## config.mk

```make
export PLATFORM = sky130hd
export DESIGN_NAME = spdif_biphase_frame_encoder
export DESIGN_NICKNAME = d
export VERILOG_FILES = /design/src/sbe_pkg.sv /design/src/sbe_chan_enc.sv /design/src/sbe_word_ser.sv /design/src/spdif_biphase_frame_encoder.sv
export SDC_FILE = /design/constraint.sdc
export NUM_CORES = 1
export LEC_CHECK = 0
export BUFFER_PORTS_ARGS = -buffer_cell sky130_fd_sc_hd__buf_2
export CAP_MARGIN = 20
export CORE_UTILIZATION = 47
export CTS_CLUSTER_SIZE = 14
export DETAILED_ROUTE_END_ITERATION = 16
export PLACE_DENSITY_LB_ADDON = 0.12
export SYNTH_ARGS = -nofsm -noshare
export SYNTH_HDL_FRONTEND = slang
export SYNTH_SLANG_ARGS = --single-unit
```

## constraint.sdc

```tcl
create_clock -name clk_i -period 5.9 [get_ports clk_i]
set_clock_uncertainty 0.15 [all_clocks]
set_input_delay 0.59 -clock clk_i [delete_from_list [all_inputs] [get_ports clk_i]]
set_output_delay 0.59 -clock clk_i [all_outputs]
set_load 0.02 [all_outputs]
```

## src/sbe_pkg.sv

```systemverilog
// Package for the S/PDIF biphase frame encoder: word types, header
// constants and the biphase mark code function.
// No dependencies.
package sbe_pkg;

  // One stereo frame as it enters the block.
  typedef struct packed {
    logic signed [15:0] left_sample;
    logic signed [15:0] right_sample;
  } in_word_t;

  // One coded word as it leaves the block.
  typedef struct packed {
    logic [31:0] coded_word;
    logic [1:0]  word_index;
    logic        last_word;
  } out_word_t;

  // Word positions within a frame.
  localparam logic [1:0] IdxLeftData  = 2'd0;
  localparam logic [1:0] IdxLeftHdr   = 2'd1;
  localparam logic [1:0] IdxRightData = 2'd2;
  localparam logic [1:0] IdxRightHdr  = 2'd3;

  // Header word fields.
  localparam logic [7:0]  HdrVucp   = 8'hCC;
  localparam logic [7:0]  PreBlock  = 8'hE8;
  localparam logic [7:0]  PreLeft   = 8'hE2;
  localparam logic [7:0]  PreRight  = 8'hE4;
  localparam logic [15:0] AuxOne    = 16'hCCCC;
  localparam logic [15:0] AuxZero   = 16'hB333;

  // Biphase mark code of one byte. Byte bit 0 lands in code bits 15:14.
  // Each cell opens with a level change and a one adds a mid-cell change.
  // The result is flipped so that code bit 0 is low.
  function automatic logic [15:0] bmc_byte(input logic [7:0] data);
    logic [15:0] code;
    logic        lvl;
    code = '0;
    lvl  = 1'b0;
    for (int i = 0; i < 8; i++) begin
      lvl = ~lvl;
      code[15 - 2 * i] = lvl;
      lvl = lvl ^ data[i];
      code[14 - 2 * i] = lvl;
    end
    if (code[0]) begin
      code = ~code;
    end
    return code;
  endfunction

endpackage

```

## src/sbe_chan_enc.sv

```systemverilog
// Channel encoder: turns one 16-bit sample and its preamble into a data
// word and a header word. Depends on sbe_pkg.
module sbe_chan_enc (
  input  logic [15:0] sample_i,
  input  logic [7:0]  preamble_i,
  output logic [31:0] data_word_o,
  output logic [31:0] hdr_word_o
);
  import sbe_pkg::*;

  logic [15:0] hi_code;
  logic [15:0] lo_raw;
  logic [15:0] lo_code;
  logic [15:0] aux;

  // Code both bytes; the low code follows the end level of the high code.
  always_comb begin
    hi_code = bmc_byte(sample_i[15:8]);
    lo_raw  = bmc_byte(sample_i[7:0]);
    lo_code = hi_code[15] ? lo_raw : ~lo_raw;
    aux     = lo_code[15] ? AuxOne : AuxZero;
  end

  assign data_word_o = {lo_code, hi_code};
  assign hdr_word_o  = {HdrVucp, preamble_i, aux};

endmodule

```

## src/sbe_word_ser.sv

```systemverilog
// Frame buffer and serializer: holds the four words of one frame and
// sends them one per cycle while out_stall_i is low. Depends on sbe_pkg.
module sbe_word_ser (
  input  logic              clk_i,
  input  logic              rst_ni,
  input  logic              load_i,
  input  logic [3:0][31:0]  words_i,
  output logic              ready_o,
  output logic              out_valid_o,
  input  logic              out_stall_i,
  output sbe_pkg::out_word_t out_word_o
);
  import sbe_pkg::*;

  logic [3:0][31:0] words_q;
  logic [1:0]       idx_q, idx_d;
  logic             valid_q, valid_d;
  logic             take;
  logic             last;

  // A word leaves when valid and not stalled; the frame ends on the last one.
  assign take    = valid_q && !out_stall_i;
  assign last    = (idx_q == IdxRightHdr);
  assign ready_o = !valid_q || (take && last);

  // Word position and buffer occupancy.
  always_comb begin
    idx_d   = idx_q;
    valid_d = valid_q;
    if (load_i) begin
      idx_d   = IdxLeftData;
      valid_d = 1'b1;
    end else if (take) begin
      idx_d = idx_q + 2'd1;
      if (last) begin
        valid_d = 1'b0;
      end
    end
  end

  always_ff @(posedge clk_i or negedge rst_ni) begin
    if (!rst_ni) begin
      idx_q   <= IdxLeftData;
      valid_q <= 1'b0;
    end else begin
      idx_q   <= idx_d;
      valid_q <= valid_d;
    end
  end

  // Frame words need no reset.
  always_ff @(posedge clk_i) begin
    if (load_i) begin
      words_q <= words_i;
    end
  end

  assign out_valid_o           = valid_q;
  assign out_word_o.coded_word = words_q[idx_q];
  assign out_word_o.word_index = idx_q;
  assign out_word_o.last_word  = last;

endmodule

```

## src/spdif_biphase_frame_encoder.sv

```systemverilog
// S/PDIF biphase frame encoder top level: input register, block counter,
// channel encoders and output serializer. Depends on sbe_pkg,
// sbe_chan_enc and sbe_word_ser.
//
// Each accepted stereo frame yields four words, in order left data, left
// header, right data, right header, one per cycle on the output while
// out_stall_i is low. A frame is registered, coded combinationally and
// parked in a four-word buffer; the next frame is taken into the input
// register while that buffer drains, so the block accepts a new frame
// before the last one has left. The first word of a frame comes out of
// the frame buffer, which is loaded from the input register. The left
// header carries the block-start preamble on every BLOCK_FRAMES-th frame
// after reset, the first such frame being frame number BLOCK_FRAMES.
module spdif_biphase_frame_encoder #(
  parameter int BLOCK_FRAMES = 192
) (
  input  logic               clk_i,
  input  logic               rst_ni,
  input  logic               in_valid_i,
  output logic               in_stall_o,
  input  sbe_pkg::in_word_t  in_word_i,
  output logic               out_valid_o,
  input  logic               out_stall_i,
  output sbe_pkg::out_word_t out_word_o
);
  import sbe_pkg::*;

  localparam int CntW = (BLOCK_FRAMES > 2) ? $clog2(BLOCK_FRAMES) : 1;
  localparam logic [CntW:0] BlockLim = (CntW + 1)'(BLOCK_FRAMES);

  in_word_t         in_q;
  logic             in_valid_q, in_valid_d;
  logic [CntW-1:0]  cnt_q, cnt_d;
  logic [CntW:0]    cnt_inc;
  logic             block_start;
  logic [7:0]       left_pre;
  logic             ser_ready;
  logic             load;
  logic             in_take;
  logic [3:0][31:0] frame_words;

  // Handshake between the input register and the frame buffer.
  assign load       = in_valid_q && ser_ready;
  assign in_stall_o = in_valid_q && !ser_ready;
  assign in_take    = in_valid_i && !in_stall_o;

  always_comb begin
    in_valid_d = in_valid_q;
    if (in_take) begin
      in_valid_d = 1'b1;
    end else if (load) begin
      in_valid_d = 1'b0;
    end
  end

  // Block counter advances once per frame moved into the buffer.
  always_comb begin
    cnt_inc     = {1'b0, cnt_q} + (CntW + 1)'(1);
    block_start = (cnt_inc >= BlockLim);
    cnt_d       = cnt_q;
    if (load) begin
      cnt_d = block_start ? '0 : cnt_inc[CntW-1:0];
    end
    left_pre = block_start ? PreBlock : PreLeft;
  end

  always_ff @(posedge clk_i or negedge rst_ni) begin
    if (!rst_ni) begin
      in_valid_q <= 1'b0;
      cnt_q      <= '0;
    end else begin
      in_valid_q <= in_valid_d;
      cnt_q      <= cnt_d;
    end
  end

  always_ff @(posedge clk_i) begin
    if (in_take) begin
      in_q <= in_word_i;
    end
  end

  // Code both channels of the registered frame.
  sbe_chan_enc u_enc_left (
    .sample_i    (in_q.left_sample),
    .preamble_i  (left_pre),
    .data_word_o (frame_words[IdxLeftData]),
    .hdr_word_o  (frame_words[IdxLeftHdr])
  );

  sbe_chan_enc u_enc_right (
    .sample_i    (in_q.right_sample),
    .preamble_i  (PreRight),
    .data_word_o (frame_words[IdxRightData]),
    .hdr_word_o  (frame_words[IdxRightHdr])
  );

  sbe_word_ser u_ser (
    .clk_i       (clk_i),
    .rst_ni      (rst_ni),
    .load_i      (load),
    .words_i     (frame_words),
    .ready_o     (ser_ready),
    .out_valid_o (out_valid_o),
    .out_stall_i (out_stall_i),
    .out_word_o  (out_word_o)
  );

  // The block counter never reaches the block length.
  assert property (@(posedge clk_i) disable iff (!rst_ni) cnt_q < BlockLim)
    else $error("block counter out of range");

  // Within a frame, a taken word is followed by the next word position.
  assert property (@(posedge clk_i) disable iff (!rst_ni)
    (out_valid_o && !out_stall_i && !out_word_o.last_word)
      |=> (out_valid_o && out_word_o.word_index == $past(out_word_o.word_index) + 2'd1))
    else $error("word sequence broken");

  // Header words carry the fixed status byte on top.
  assert property (@(posedge clk_i) disable iff (!rst_ni)
    (out_valid_o && out_word_o.word_index[0]) |-> out_word_o.coded_word[31:24] == HdrVucp)
    else $error("header word malformed");

endmodule

```

* Yosys cells after proc, flatten, opt, wreduce, memory -nomap -nowiden *
Index checks and enable logic that the tools add are counted.
Widths: inputs -> output; s select.

word-level totals
  bits in read-only memories = 0
  output and inout port bits = 37
  latch bits = 0
  register bits after elaboration = 148
  input port bits = 36
  word-level logic and storage cells = 112
  memories = 0
  memory bits (writable) = 0

operators by class
  multipliers = 0
  shift-type cells = 0
  equality and inequality tests = 1
  mux-type cells = 19
  $add $sub $neg = 2
  reductions and logical operators = 14
  magnitude comparators = 2
  bitwise logic cells = 62
  divide/modulo/power cells = 0

operator list
  operator             number
  $mux 16              6
  $not 16->16          6
  $bmux 32 s2          1
  $mux 32              1
  $mux 15              2
  $not 1->1            28
  $xor 1x1->1          28
  $add 8x1->9 const B  1
  $ge 9x8->1 const B   1
  $mux 8               1
  $reduce_bool 2->1    3
  $logic_and 1x1->1    5
  $mux 1               5
  $logic_not 1->1      4
  $mux 2               2
  $mux 4               1
  $lt 2x3->1 const B   1
  $add 2x1->2 const B  1
  $eq 2x2->1 const B   1
  $reduce_and 2->1     1
  $logic_or 1x1->1     1

* Depth between registers and ports, before layout *
Gate-level depths: netlist (run 1).

  depth in word-level cells = 18
  gate-level depth with buffers = 7

* Cells and area by module *
A second synthesis (run 1) with hierarchy kept.

unflattened totals
  cell total of the unflattened synthesis = 432
  area, all modules = 7688.6 um^2

modules (own cells, without submodules)
  module                       sequential area each (um^2)  area an instance (um^2)  cells each  times used
  sbe_word_ser                 3918.8                       4808.4                   181         1
  spdif_biphase_frame_encoder  1186.1                       1536.5                   99          1
  sbe_chan_enc (u_enc_left)    0.0                          684.4                    78          1
  sbe_chan_enc (u_enc_right)   0.0                          659.4                    74          1

* Worst setup path after synthesis (run 1) *
OpenSTA, ideal clock, no wires.

  path type = reg-to-reg
  start point = reg u_ser.idx_q[0]
  end point = reg cnt_q[7]
  path slack = 2.292 ns
  cell stages (with the launch flop) = 6
  data arrival time = 3.328 ns
  library setup time = 0.130 ns
  clock period less this slack = 3.608 ns
  cell sequence = dfrtp_1 -> ha_1 -> nor2b_1 -> o21ai_1 -> clkinv_1 -> a32o_1

on the way
  word-level cells in the longest chain between the ends = 4

ends and longest elaborated chain
  element                   RTL line                           source
  start: declaration        sbe_word_ser.sv:16                 logic [1:0] idx_q, idx_d;
  start signal: assignment  sbe_word_ser.sv:43                 idx_q <= IdxLeftData;
  start signal: assignment  sbe_word_ser.sv:46                 idx_q <= idx_d;
  $eq 2x2->1                sbe_word_ser.sv:23                 assign last = (idx_q == IdxRightHdr);
  named net u_ser.last      sbe_word_ser.sv:19                 logic last;
  $logic_and 1x1->1         sbe_word_ser.sv:24                 assign ready_o = !valid_q || (take && last);
  $logic_or 1x1->1          sbe_word_ser.sv:24
  $logic_and 1x1->1         spdif_biphase_frame_encoder.sv:43  assign load = in_valid_q && ser_ready;
  named net load            spdif_biphase_frame_encoder.sv:38  logic load;
  end signal: assignment    spdif_biphase_frame_encoder.sv:73  cnt_q <= cnt_d;
  end: declaration          spdif_biphase_frame_encoder.sv:33  logic [CntW-1:0] cnt_q, cnt_d;

The timed path passes the listed nets, and every way through them passes these cells.
A chain may end at the register's enable or synchronous reset.

* Final worst setup path (run 1) *
  start point = reg u_ser.idx_q[1]
  end point = reg cnt_q[5]

on the way
  word-level cells in the longest chain between the ends = 4

ends and longest elaborated chain
  element            RTL line
  $eq 2x2->1         sbe_word_ser.sv:23
  $logic_and 1x1->1  sbe_word_ser.sv:24
  $logic_or 1x1->1   sbe_word_ser.sv:24
  $logic_and 1x1->1  spdif_biphase_frame_encoder.sv:43
  named net load     spdif_biphase_frame_encoder.sv:38

The timed path passes the listed nets, and every way through them passes these cells.

==> reports/metrics.cfg, run 1 <==
[timing]
finalHoldViolCount = 0
max_freq_mhz = 321
tns_ps = 0
worst_hold_slack_ps = 239
rsz0062_at_grt = no
worstMarginPinSlew_ps = 941
slew_violations = 0
fin_ws_ps = 2790
fin_crit_sh = 0.527
setup_violations = 0
max-slew-margin-rel = 0.373
min_period_ps = 3110

[worst_setup_path]
path_class = flop to flop
critPathArrivalTime_ps = 3230
slowest_delay_ps = 990
endpoint_kind = flop
start_kind = flop
crit_fanout = 49
critPathRequiredTime_ps = 6010
crit_path_top_delay_cell = dfrtp_2
cp_cell_sequence = ha_1 -> nor2b_1 -> o21ai_1 -> inv_2 -> buf_12 -> buf_4 -> o21ai_0 -> a22o_1

[status]
status = finished clean

[cells_and_area]
drive_gt1_frac = 0.274
fin_cells = 549
finish.utilization = 0.560
fin_area_um2 = 5780
layout.nets = 447
fillers = 832
syn2layout_area_growth_pct = 15.6
diodes = 0

[routing]
wl_per_cell_um = 14.7
ant_nets = 0
viasPerCell = 4.85
initialDrtViolationCount = 108
drt_first_pass_iters = 4
drc_errors = 0
totalWireLength_um = 8050
via_count = 2661

[floorplan]
dieWidth_um = 105
rows = 37
num_io_pins = 73
die_area_um2 = 11100
initial_core_util = 0.484
core_um2 = 10300
fp.dieH_um = 105

[synthesis]
yosysWarnings = 0
ys_top_cells_by_count = edfxtp_1 (100), inv_1 (32), xnor2_1 (22)
synth.most_common_cell = edfxtp_1
synth_flop_cell = edfxtp_1
ys_seq_elements = 112
async_reset_ff_frac = 0.107
synth_edf_count = 100
synth.area.top_cells = edfxtp_1 (60%), dfrtp_1 (6.0%), xnor2_1 (3.9%)
avgSynthCellArea_um2 = 15.1
yosysTopAreaCell = edfxtp_1
ys_seq_area_frac = 0.660
synth_cell_types = 41
synthCells = 332
synth_area_um2 = 5000
synth.top_cell.area_share = 0.600

[global_routing]
overflow = 0
grt_pass1_wl_um = 13300
grt_pass1_vias = 2708
grt_usage = 0.162
antenna_found_initial = 0
grt_max_degree = 58

[pwr]
total_power_mw = 3.07
ir_worst_vdd_mv = 0.228
p_leak_nw = 2.30
p_per_area_nw_per_um2 = 531

[clock_network]
clock_sinks = 112
cts_buffers = 9
cts_hold_buf = 1
cts_max_level = 3
insertion_delay_ps = 370
cts_root_buf = clkbuf_8
cts_resized = 0
clockBufferDepth = 2
clkTransAtPathRegs_ps = 100
cts_tree = done
postCtsSetupBuffers = 0

[worst_hold_path]
hp-class = input pin to flop

[place]
gp_congestion = 0.759
port_buffers = 72
dp_slack_ps = 2260
dp_cells = 531
place_hpwl_um = 5410
placed_area_um2 = 5500

[flow_run]
cap_viol_max_count = 0

sequential cells by signal (all words and copies together), names as in the netlist:
signal             count
cnt_q                  8
in_q                  32
in_valid_q             1
u_ser.idx_q            2
u_ser.out_valid_o      1
u_ser.words_q         68
placed cells by master, fill, tap and decap left out, types with 2 or more instances in the layout:
cell,n
o21a_1,15
o21ai_0,10
dfrtp_1,11
nand2_1,12
a22o_1,4
inv_1,32
and4_1,2
and2_1,2
a21o_1,2
a32o_1,2
ha_1,3
xnor2_1,22
xor3_1,2
edfxtp_1,100
buf_4,3
clkbuf_8,11
bufinv_16,3
xor2_1,19
mux2i_1,10
nor2_1,11
xnor3_1,4
nand2b_1,4
xnor3_2,2
nand3_1,2
buf_2,72
clkbuf_1,2
conb_1,2
nor2b_1,11
a211o_1,7
mux2_2,16
final cells by class:
cell class | count | area (µm²) | area share
clock buffer | 13 | 159 | 0.0275
clock inverter | 3 | 90.1 | 0.0156
inverter | 33 | 124 | 0.0214
multi-input combinational | 175 | 1520 | 0.263
sequential | 112 | 3300 | 0.572
tap | 136 | 170 | 0.0294
timing repair buffer | 77 | 413 | 0.0714
logic make-up (layout without fill, tap and decap cells):
kind of cell / Yosys count / after routing / synth area share
xor gates and xnor gates: 52 / 52 / 0.125
muxes: 26 / 26 / 0.0560
other: 1 / 2 / 0.000750
buffers and inverters: 46 / 126 / 0.0363
DFF: 112 / 112 / 0.660
adders and majority gates: 3 / 3 / 0.00751
and+or+nand+nor: 49 / 49 / 0.0518
AOI/OAI and AO/OA: 43 / 43 / 0.0623
power by group:
part	internal, mW	leakage, nW	switching, mW
registers	1.16	1.05	0.107
clock network	0.306	0.124	0.240
logic	0.510	1.13	0.747
critical path: cells and delay by family (launching register included):
kind / cells / cell delay [ps]
buffers and inverters: 3 / 820
adders and majority gates: 1 / 300
DFF: 1 / 990
AOI/OAI and AO/OA: 3 / 540
and+or+nand+nor: 1 / 160
layer usage:
metal	share of wire	global-route usage
met5	0	0
met4	0.020	0.0835
met3	0.044	0.0368
met2	0.48	0.263
met1	0.46	0.205
path summary, 6_finish.rpt:
path                                      from           endpoint  slack (ps)  cells past startpoint
min in group asynchronous               rst_ni     u_ser.idx_q[0]         470                      2
worst min register to register      in_valid_q  u_ser.out_valid_o         360                      1
worst max-delay path            u_ser.idx_q[1]           cnt_q[5]        2790                      8
max in group asynchronous               rst_ni     u_ser.idx_q[1]        4890                      2
worst min-delay path              in_word_i[7]            in_q[7]         240                      1
worst max register to register  u_ser.idx_q[1]           cnt_q[5]        2790                      8
Note: power is estimated with default switching activity, not from simulation.
==> run 2: changes to the inputs <==
==> constraint.sdc (replaced) <==
create_clock -name clk_i -period 3.2 [get_ports clk_i]
set_clock_uncertainty 0.15 [all_clocks]
set_input_delay 0.32 -clock clk_i [delete_from_list [all_inputs] [get_ports clk_i]]
set_output_delay 0.32 -clock clk_i [all_outputs]
set_load 0.02 [all_outputs]
==> reports/metrics.cfg, run 2 (same netlist as run 1, synthesis figures left out) <==
[worst_setup_path]
start_kind = flop  ; unchanged
critPathRequiredTime_ps = 3160  ; was 6010 ps
endpoint_kind = flop  ; unchanged
critPathArrivalTime_ps = 2720  ; was 3230 ps
crit_family = XOR/XNOR gates  ; was flip-flops
rrSetupSlack_ps = 440  ; was 2790 ps
crit_fanout = 10  ; was 49
crit_path_top_delay_cell = xor3_2  ; was dfrtp_2
cp_cell_sequence = xor3_2 -> xnor3_2 -> xnor2_4 -> xor2_4 -> xnor2_1  ; was ha_1 -> nor2b_1 -> o21ai_1 -> inv_2 -> buf_12 -> buf_4 -> o21ai_0 -> a22o_1
slowest_delay_ps = 560  ; was 990 ps
path_class = flop to flop  ; unchanged
critPathBufInv = 0  ; was 3

[clock_network]
cts_root_buf = clkbuf_8  ; unchanged
cts_resized = 0  ; unchanged
clkTransAtPathRegs_ps = 100  ; about the same
cts_buffers = 9  ; unchanged
cts_tree = done  ; unchanged
clockBufferDepth = 2  ; unchanged
insertion_delay_ps = 370  ; about the same
cts_max_level = 3  ; unchanged
clock_sinks = 112  ; unchanged

[floorplan]
dieWidth_um = 105  ; unchanged
num_io_pins = 73  ; unchanged
initial_core_util = 0.484  ; unchanged
core_um2 = 10300  ; unchanged
rows = 37  ; unchanged
fp.dieH_um = 105  ; unchanged
die_area_um2 = 11100  ; unchanged

[cells_and_area]
largestRegisters = u_ser.words_q (68), in_q (32), cnt_q (8)  ; unchanged
drive_gt1_frac = 0.256  ; was 0.274
layout.nets = 479  ; was 447
final_cell_mix = edfxtp_1 (100), buf_2 (72), dlygate4sd3_1 (33)  ; was edfxtp_1 (100), buf_2 (72), inv_1 (32)
top_register = u_ser.words_q  ; unchanged
syn2layout_area_growth_pct = 20.8  ; was 15.6%
diodes = 0  ; unchanged
largest_register_ffs = 68  ; unchanged
fillers = 853  ; was 832
final_common_cell = edfxtp_1  ; unchanged

[timing]
max-slew-margin-rel = 0.395  ; was 0.373
worst_hold_slack_ps = 25.2  ; was 239 ps
slew_violations = 0  ; unchanged
fin_crit_sh = 0.862  ; was 0.527
setup_violations = 0  ; unchanged
worstMarginPinSlew_ps = 908  ; was 941 ps
min_period_ps = 2760  ; was 3110 ps
rsz0062_at_grt = no  ; unchanged
finalHoldViolCount = 0  ; unchanged
tns_ps = 0  ; unchanged
max_freq_mhz = 363  ; was 321 MHz

[global_routing]
grt_pass1_wl_um = 13700  ; was 13300 µm
grt_pass1_vias = 2825  ; was 2708
antenna_found_initial = 0  ; unchanged
grt_max_degree = 71  ; was 58
grt_usage = 0.166  ; was 0.162
overflow = 0  ; unchanged

[routing]
wl_per_cell_um = 14.7  ; about the same
ant_nets = 0  ; unchanged
drt_first_pass_iters = 4  ; unchanged
viasPerCell = 4.91  ; was 4.85
totalWireLength_um = 8570  ; was 8050 µm
drc_errors = 0  ; unchanged
initialDrtViolationCount = 162  ; was 108
via_count = 2853  ; was 2661

[status]
status = finished clean  ; unchanged

[place]
place_hpwl_um = 5410  ; about the same
port_buffers = 72  ; unchanged
gp_congestion = 0.728  ; was 0.759

[flow_run]
cap_viol_max_count = 0  ; unchanged

[pwr]
p_per_area_nw_per_um2 = 911  ; was 531 nW/µm²
ir_worst_vdd_mv = 0.775  ; was 0.228 mV
p_leak_nw = 2.41  ; was 2.30 nW

[worst_hold_path]
hp-class = input pin to flop  ; unchanged

## run 2: changes by cell type in the layout (fill, tap and decap cells not counted), moves of 2 or more
cell	before	now
clkinvlp_4	0	2
clkbuf_1	2	0
dlygate4sd3_1	1	33
bufinv_16	3	1
clkbuf_8	11	9
## run 2: cell type report
type | instances | area, µm² | area share
sequential | 112 | 3300 | 0.547
multi-input combinational | 175 | 1520 | 0.252
timing repair buffer | 109 | 721 | 0.119
tap | 136 | 170 | 0.0282
inverter | 33 | 125 | 0.0207
clock buffer | 9 | 124 | 0.0205
clock inverter | 7 | 77.6 | 0.0128
## run 2: through the flow
stage	setup slack, ps	cells	cell area, µm²	total power, mW	util
6_report	442	581	6040	5.50	0.585
4_1_cts	408	581	6040	5.59	0.585
2_1_floorplan	486	333	5010	4.07	-
3_3_place_gp	497	532	5510	4.66	0.534
3_5_place_dp	420	532	5510	4.71	0.534
5_1_grt	328	581	6040	5.84	0.585
## run 2: path summary, 6_finish.rpt
path,from,cells past startpoint,end
worst max-delay path,in_q[15],5,u_ser.words_q[107]
worst min-delay path,in_valid_i,2,in_valid_q
worst max register to register,in_q[15],5,u_ser.words_q[107]
worst min register to register,in_valid_q,1,u_ser.out_valid_o
max in group asynchronous,rst_ni,2,u_ser.idx_q[1]
min in group asynchronous,rst_ni,2,cnt_q[6]
## run 2: what timing repair did
item	CTS	global route
endpoints found under the hold margin	44	0
hold buffers	33	0
setup buffers	0	0
## run 2: routing by layer
metal	GRT usage	up-vias	routed length (µm)
met5	0	-	0
met4	0.0423	0	56
li1	-	1384	-
met3	0.0499	4	273
met2	0.296	54	4490
met1	0.196	1411	3740
## run 2: power by group
group          switching (mW)  internal [mW]  total (mW)
sequential              0.109           2.14        2.25
combinational            1.46          0.958        2.41
clock                   0.467          0.369       0.836
total                    2.03           3.47        5.50
==> run 3: changes to the inputs <==
--- a/config.mk
+++ b/config.mk
@@ -6,11 +6,12 @@
 export NUM_CORES = 1
 export LEC_CHECK = 0
 export BUFFER_PORTS_ARGS = -buffer_cell sky130_fd_sc_hd__buf_2
-export CAP_MARGIN = 20
 export CORE_UTILIZATION = 47
 export CTS_CLUSTER_SIZE = 14
 export DETAILED_ROUTE_END_ITERATION = 16
+export GPL_TIMING_DRIVEN = 0
 export PLACE_DENSITY_LB_ADDON = 0.12
+export SLEW_MARGIN = 25
 export SYNTH_ARGS = -nofsm -noshare
 export SYNTH_HDL_FRONTEND = slang
 export SYNTH_SLANG_ARGS = --single-unit
==> reports/metrics.cfg, run 3 (same netlist as run 1, synthesis figures left out) <==
[pwr]
switching_share = 0.378  ; was 0.369
comb_power_share = 0.452  ; was 0.439
ir_worst_vdd_mv = 0.417  ; was 0.775 mV
p_sw_mw = 2.06  ; was 2.03 mW
power_frac_clock = 0.137  ; was 0.152
p_leak_nw = 2.41  ; about the same
p_seq_frac = 0.412  ; was 0.409
power.internal_mw = 3.40  ; was 3.47 mW
p_per_area_nw_per_um2 = 904  ; was 911 nW/µm²

[clock_network]
cts_root_buf = clkbuf_8  ; unchanged
insertion_delay_ps = 360  ; was 370 ps
cts_buffers = 9  ; unchanged
clkTransAtPathRegs_ps = 100  ; about the same
clockBufferDepth = 2  ; unchanged
clock_sinks = 112  ; unchanged
cts_tree = done  ; unchanged
cts_max_level = 3  ; unchanged

[timing]
finalHoldViolCount = 0  ; unchanged
setup_violations = 0  ; unchanged
tns_ps = 0  ; unchanged
min_period_ps = 2920  ; was 2760 ps
fin_crit_sh = 0.911  ; was 0.862
max-slew-margin-rel = 0.545  ; was 0.395
rsz0062_at_grt = no  ; unchanged
slew_violations = 0  ; unchanged
worstMarginPinSlew_ps = 679  ; was 908 ps
max_freq_mhz = 343  ; was 363 MHz

[routing]
initialDrtViolationCount = 135  ; was 162
viasPerCell = 4.78  ; was 4.91
ant_nets = 0  ; unchanged
via_count = 2817  ; was 2853
wl_per_cell_um = 14.4  ; was 14.7 µm
totalWireLength_um = 8490  ; was 8570 µm
drc_errors = 0  ; unchanged
drt_first_pass_iters = 4  ; unchanged

[status]
status = finished clean  ; unchanged

[floorplan]
dieWidth_um = 105  ; unchanged
die_area_um2 = 11100  ; unchanged
fp.dieH_um = 105  ; unchanged
num_io_pins = 73  ; unchanged
core_um2 = 10300  ; unchanged
initial_core_util = 0.484  ; unchanged
rows = 37  ; unchanged

[worst_setup_path]
critPathRequiredTime_ps = 3140  ; was 3160 ps
crit_fanout = 6  ; was 10
r2r-start = in_q[29]  ; was in_q[15]
start_kind = flop  ; unchanged
crit_top_cell = xor2_1
rrSetupSlack_ps = 280  ; was 440 ps
crit_path_top_delay_cell = xnor3_1  ; was xor3_2
path_class = flop to flop  ; unchanged
critPathArrivalTime_ps = 2860  ; was 2720 ps
slowest_delay_ps = 590  ; was 560 ps
cp_cell_sequence = xnor3_1 -> xnor3_2 -> xor2_1 -> xor2_1 -> xor2_1  ; was xor3_2 -> xnor3_2 -> xnor2_4 -> xor2_4 -> xnor2_1
worstRegToRegCells = 5  ; unchanged
rr_endpoint = u_ser.words_q[46]  ; was u_ser.words_q[107]
endpoint_kind = flop  ; unchanged

[global_routing]
overflow = 0  ; unchanged
grt_usage = 0.166  ; about the same
grt_pass1_wl_um = 13900  ; was 13700 µm
grt_pass1_vias = 2835  ; was 2825
antenna_found_initial = 0  ; unchanged
grt_max_degree = 78  ; was 71

[cells_and_area]
layout.nets = 487  ; was 479
final_cell_mix = edfxtp_1 (100), buf_2 (72), inv_1 (32)  ; was edfxtp_1 (100), buf_2 (72), dlygate4sd3_1 (33)
largestRegisters = u_ser.words_q (68), in_q (32), cnt_q (8)  ; unchanged
final_common_cell = edfxtp_1  ; unchanged
top_register = u_ser.words_q  ; unchanged
fin_cells = 589  ; was 581
largest_register_ffs = 68  ; unchanged
area.sequential_um2 = 3300  ; about the same
multi_input_area_um2 = 1520  ; about the same
syn2layout_area_growth_pct = 20.9  ; was 20.8%
drive_gt1_frac = 0.249  ; was 0.256
fillers = 860  ; was 853
diodes = 0  ; unchanged

[place]
dp_cells = 542  ; was 532
port_buffers = 72  ; unchanged
place_hpwl_um = 5600  ; was 5410 µm
gp_congestion = 0.732  ; was 0.728

[flow_run]
cap_viol_max_count = 0  ; unchanged

[worst_hold_path]
hp-class = input pin to flop  ; unchanged
whs_path_depth = 1  ; was 2
hold_start = in_word_i[16]  ; was in_valid_i
hold_end = in_q[16]  ; was in_valid_q

## run 3: cell type report
cell class | instances | share of cell area
Clock buffer | 9 | 0.0205
Sequential cell | 112 | 0.546
Tap cell | 136 | 0.0282
Clock inverter | 7 | 0.00787
Buffer | 13 | 0.00973
Timing Repair Buffer | 104 | 0.114
Inverter | 33 | 0.0213
Multi-Input combinational cell | 175 | 0.252
## run 3: metrics by stage
stage	utilization	instance area, µm²	power, mW	hold slack, ps	worst slack, ps
4_1_cts	0.585	6040	5.55	0.155	57.5
3_3_place_gp	0.536	5540	4.72	68.5	-25.9
5_1_grt	0.586	6040	5.82	0.857	137
6_report	0.586	6040	5.47	11.0	284
3_5_place_dp	0.539	5560	4.77	67.9	247
2_1_floorplan	-	5010	4.07	-126	486
## run 3: power groups by stage
| stage | logic (mW) | clock network [mW] | registers [mW] |
|---|---|---|---|
| 2_1_floorplan | 1.79 | 0 | 2.27 |
| 3_3_place_gp | 2.44 | 0 | 2.28 |
| 3_5_place_dp | 2.49 | 0 | 2.29 |
| 4_1_cts | 2.53 | 0.772 | 2.25 |
| 5_1_grt | 2.72 | 0.824 | 2.28 |
| 6_report | 2.47 | 0.746 | 2.25 |
## run 3: how the worst max path moves through the flow
| stage | start | end | slack [ps] | depth (start not counted) |
|---|---|---|---|---|
| finish | in_q[29] | u_ser.words_q[46] | 280 | 5 |
| global route | u_ser.idx_q[1] | out_word_o[21] | 140 | 6 |
| CTS | u_ser.idx_q[1] | out_word_o[21] | 60 | 6 |
| detailed placement | in_q[29] | u_ser.words_q[46] | 250 | 5 |
| global placement | u_ser.idx_q[0] | cnt_q[7] | -30 | 5 |
| floorplan | u_ser.idx_q[0] | cnt_q[7] | 490 | 5 |
## run 3: worst max-delay path, delay by kind of cell, from the launching register on
family                    cells  cell delay (ps)
xor gates and xnor gates      5             2110
DFF                           1              380
## run 3: layer usage
layer | global-route usage | part of all wire
met4 | 0.0543 | 0.012
met2 | 0.284 | 0.51
met5 | 0 | 0
met3 | 0.0250 | 0.034
met1 | 0.217 | 0.45
## run 3: repair_timing
action                                  4_1_cts  5_1_grt
hold buffers                                 31        0
endpoints found under the setup margin        0        2
setup buffers                                 0        0
gates resized for setup                       0        1
endpoints found under the hold margin        42        0
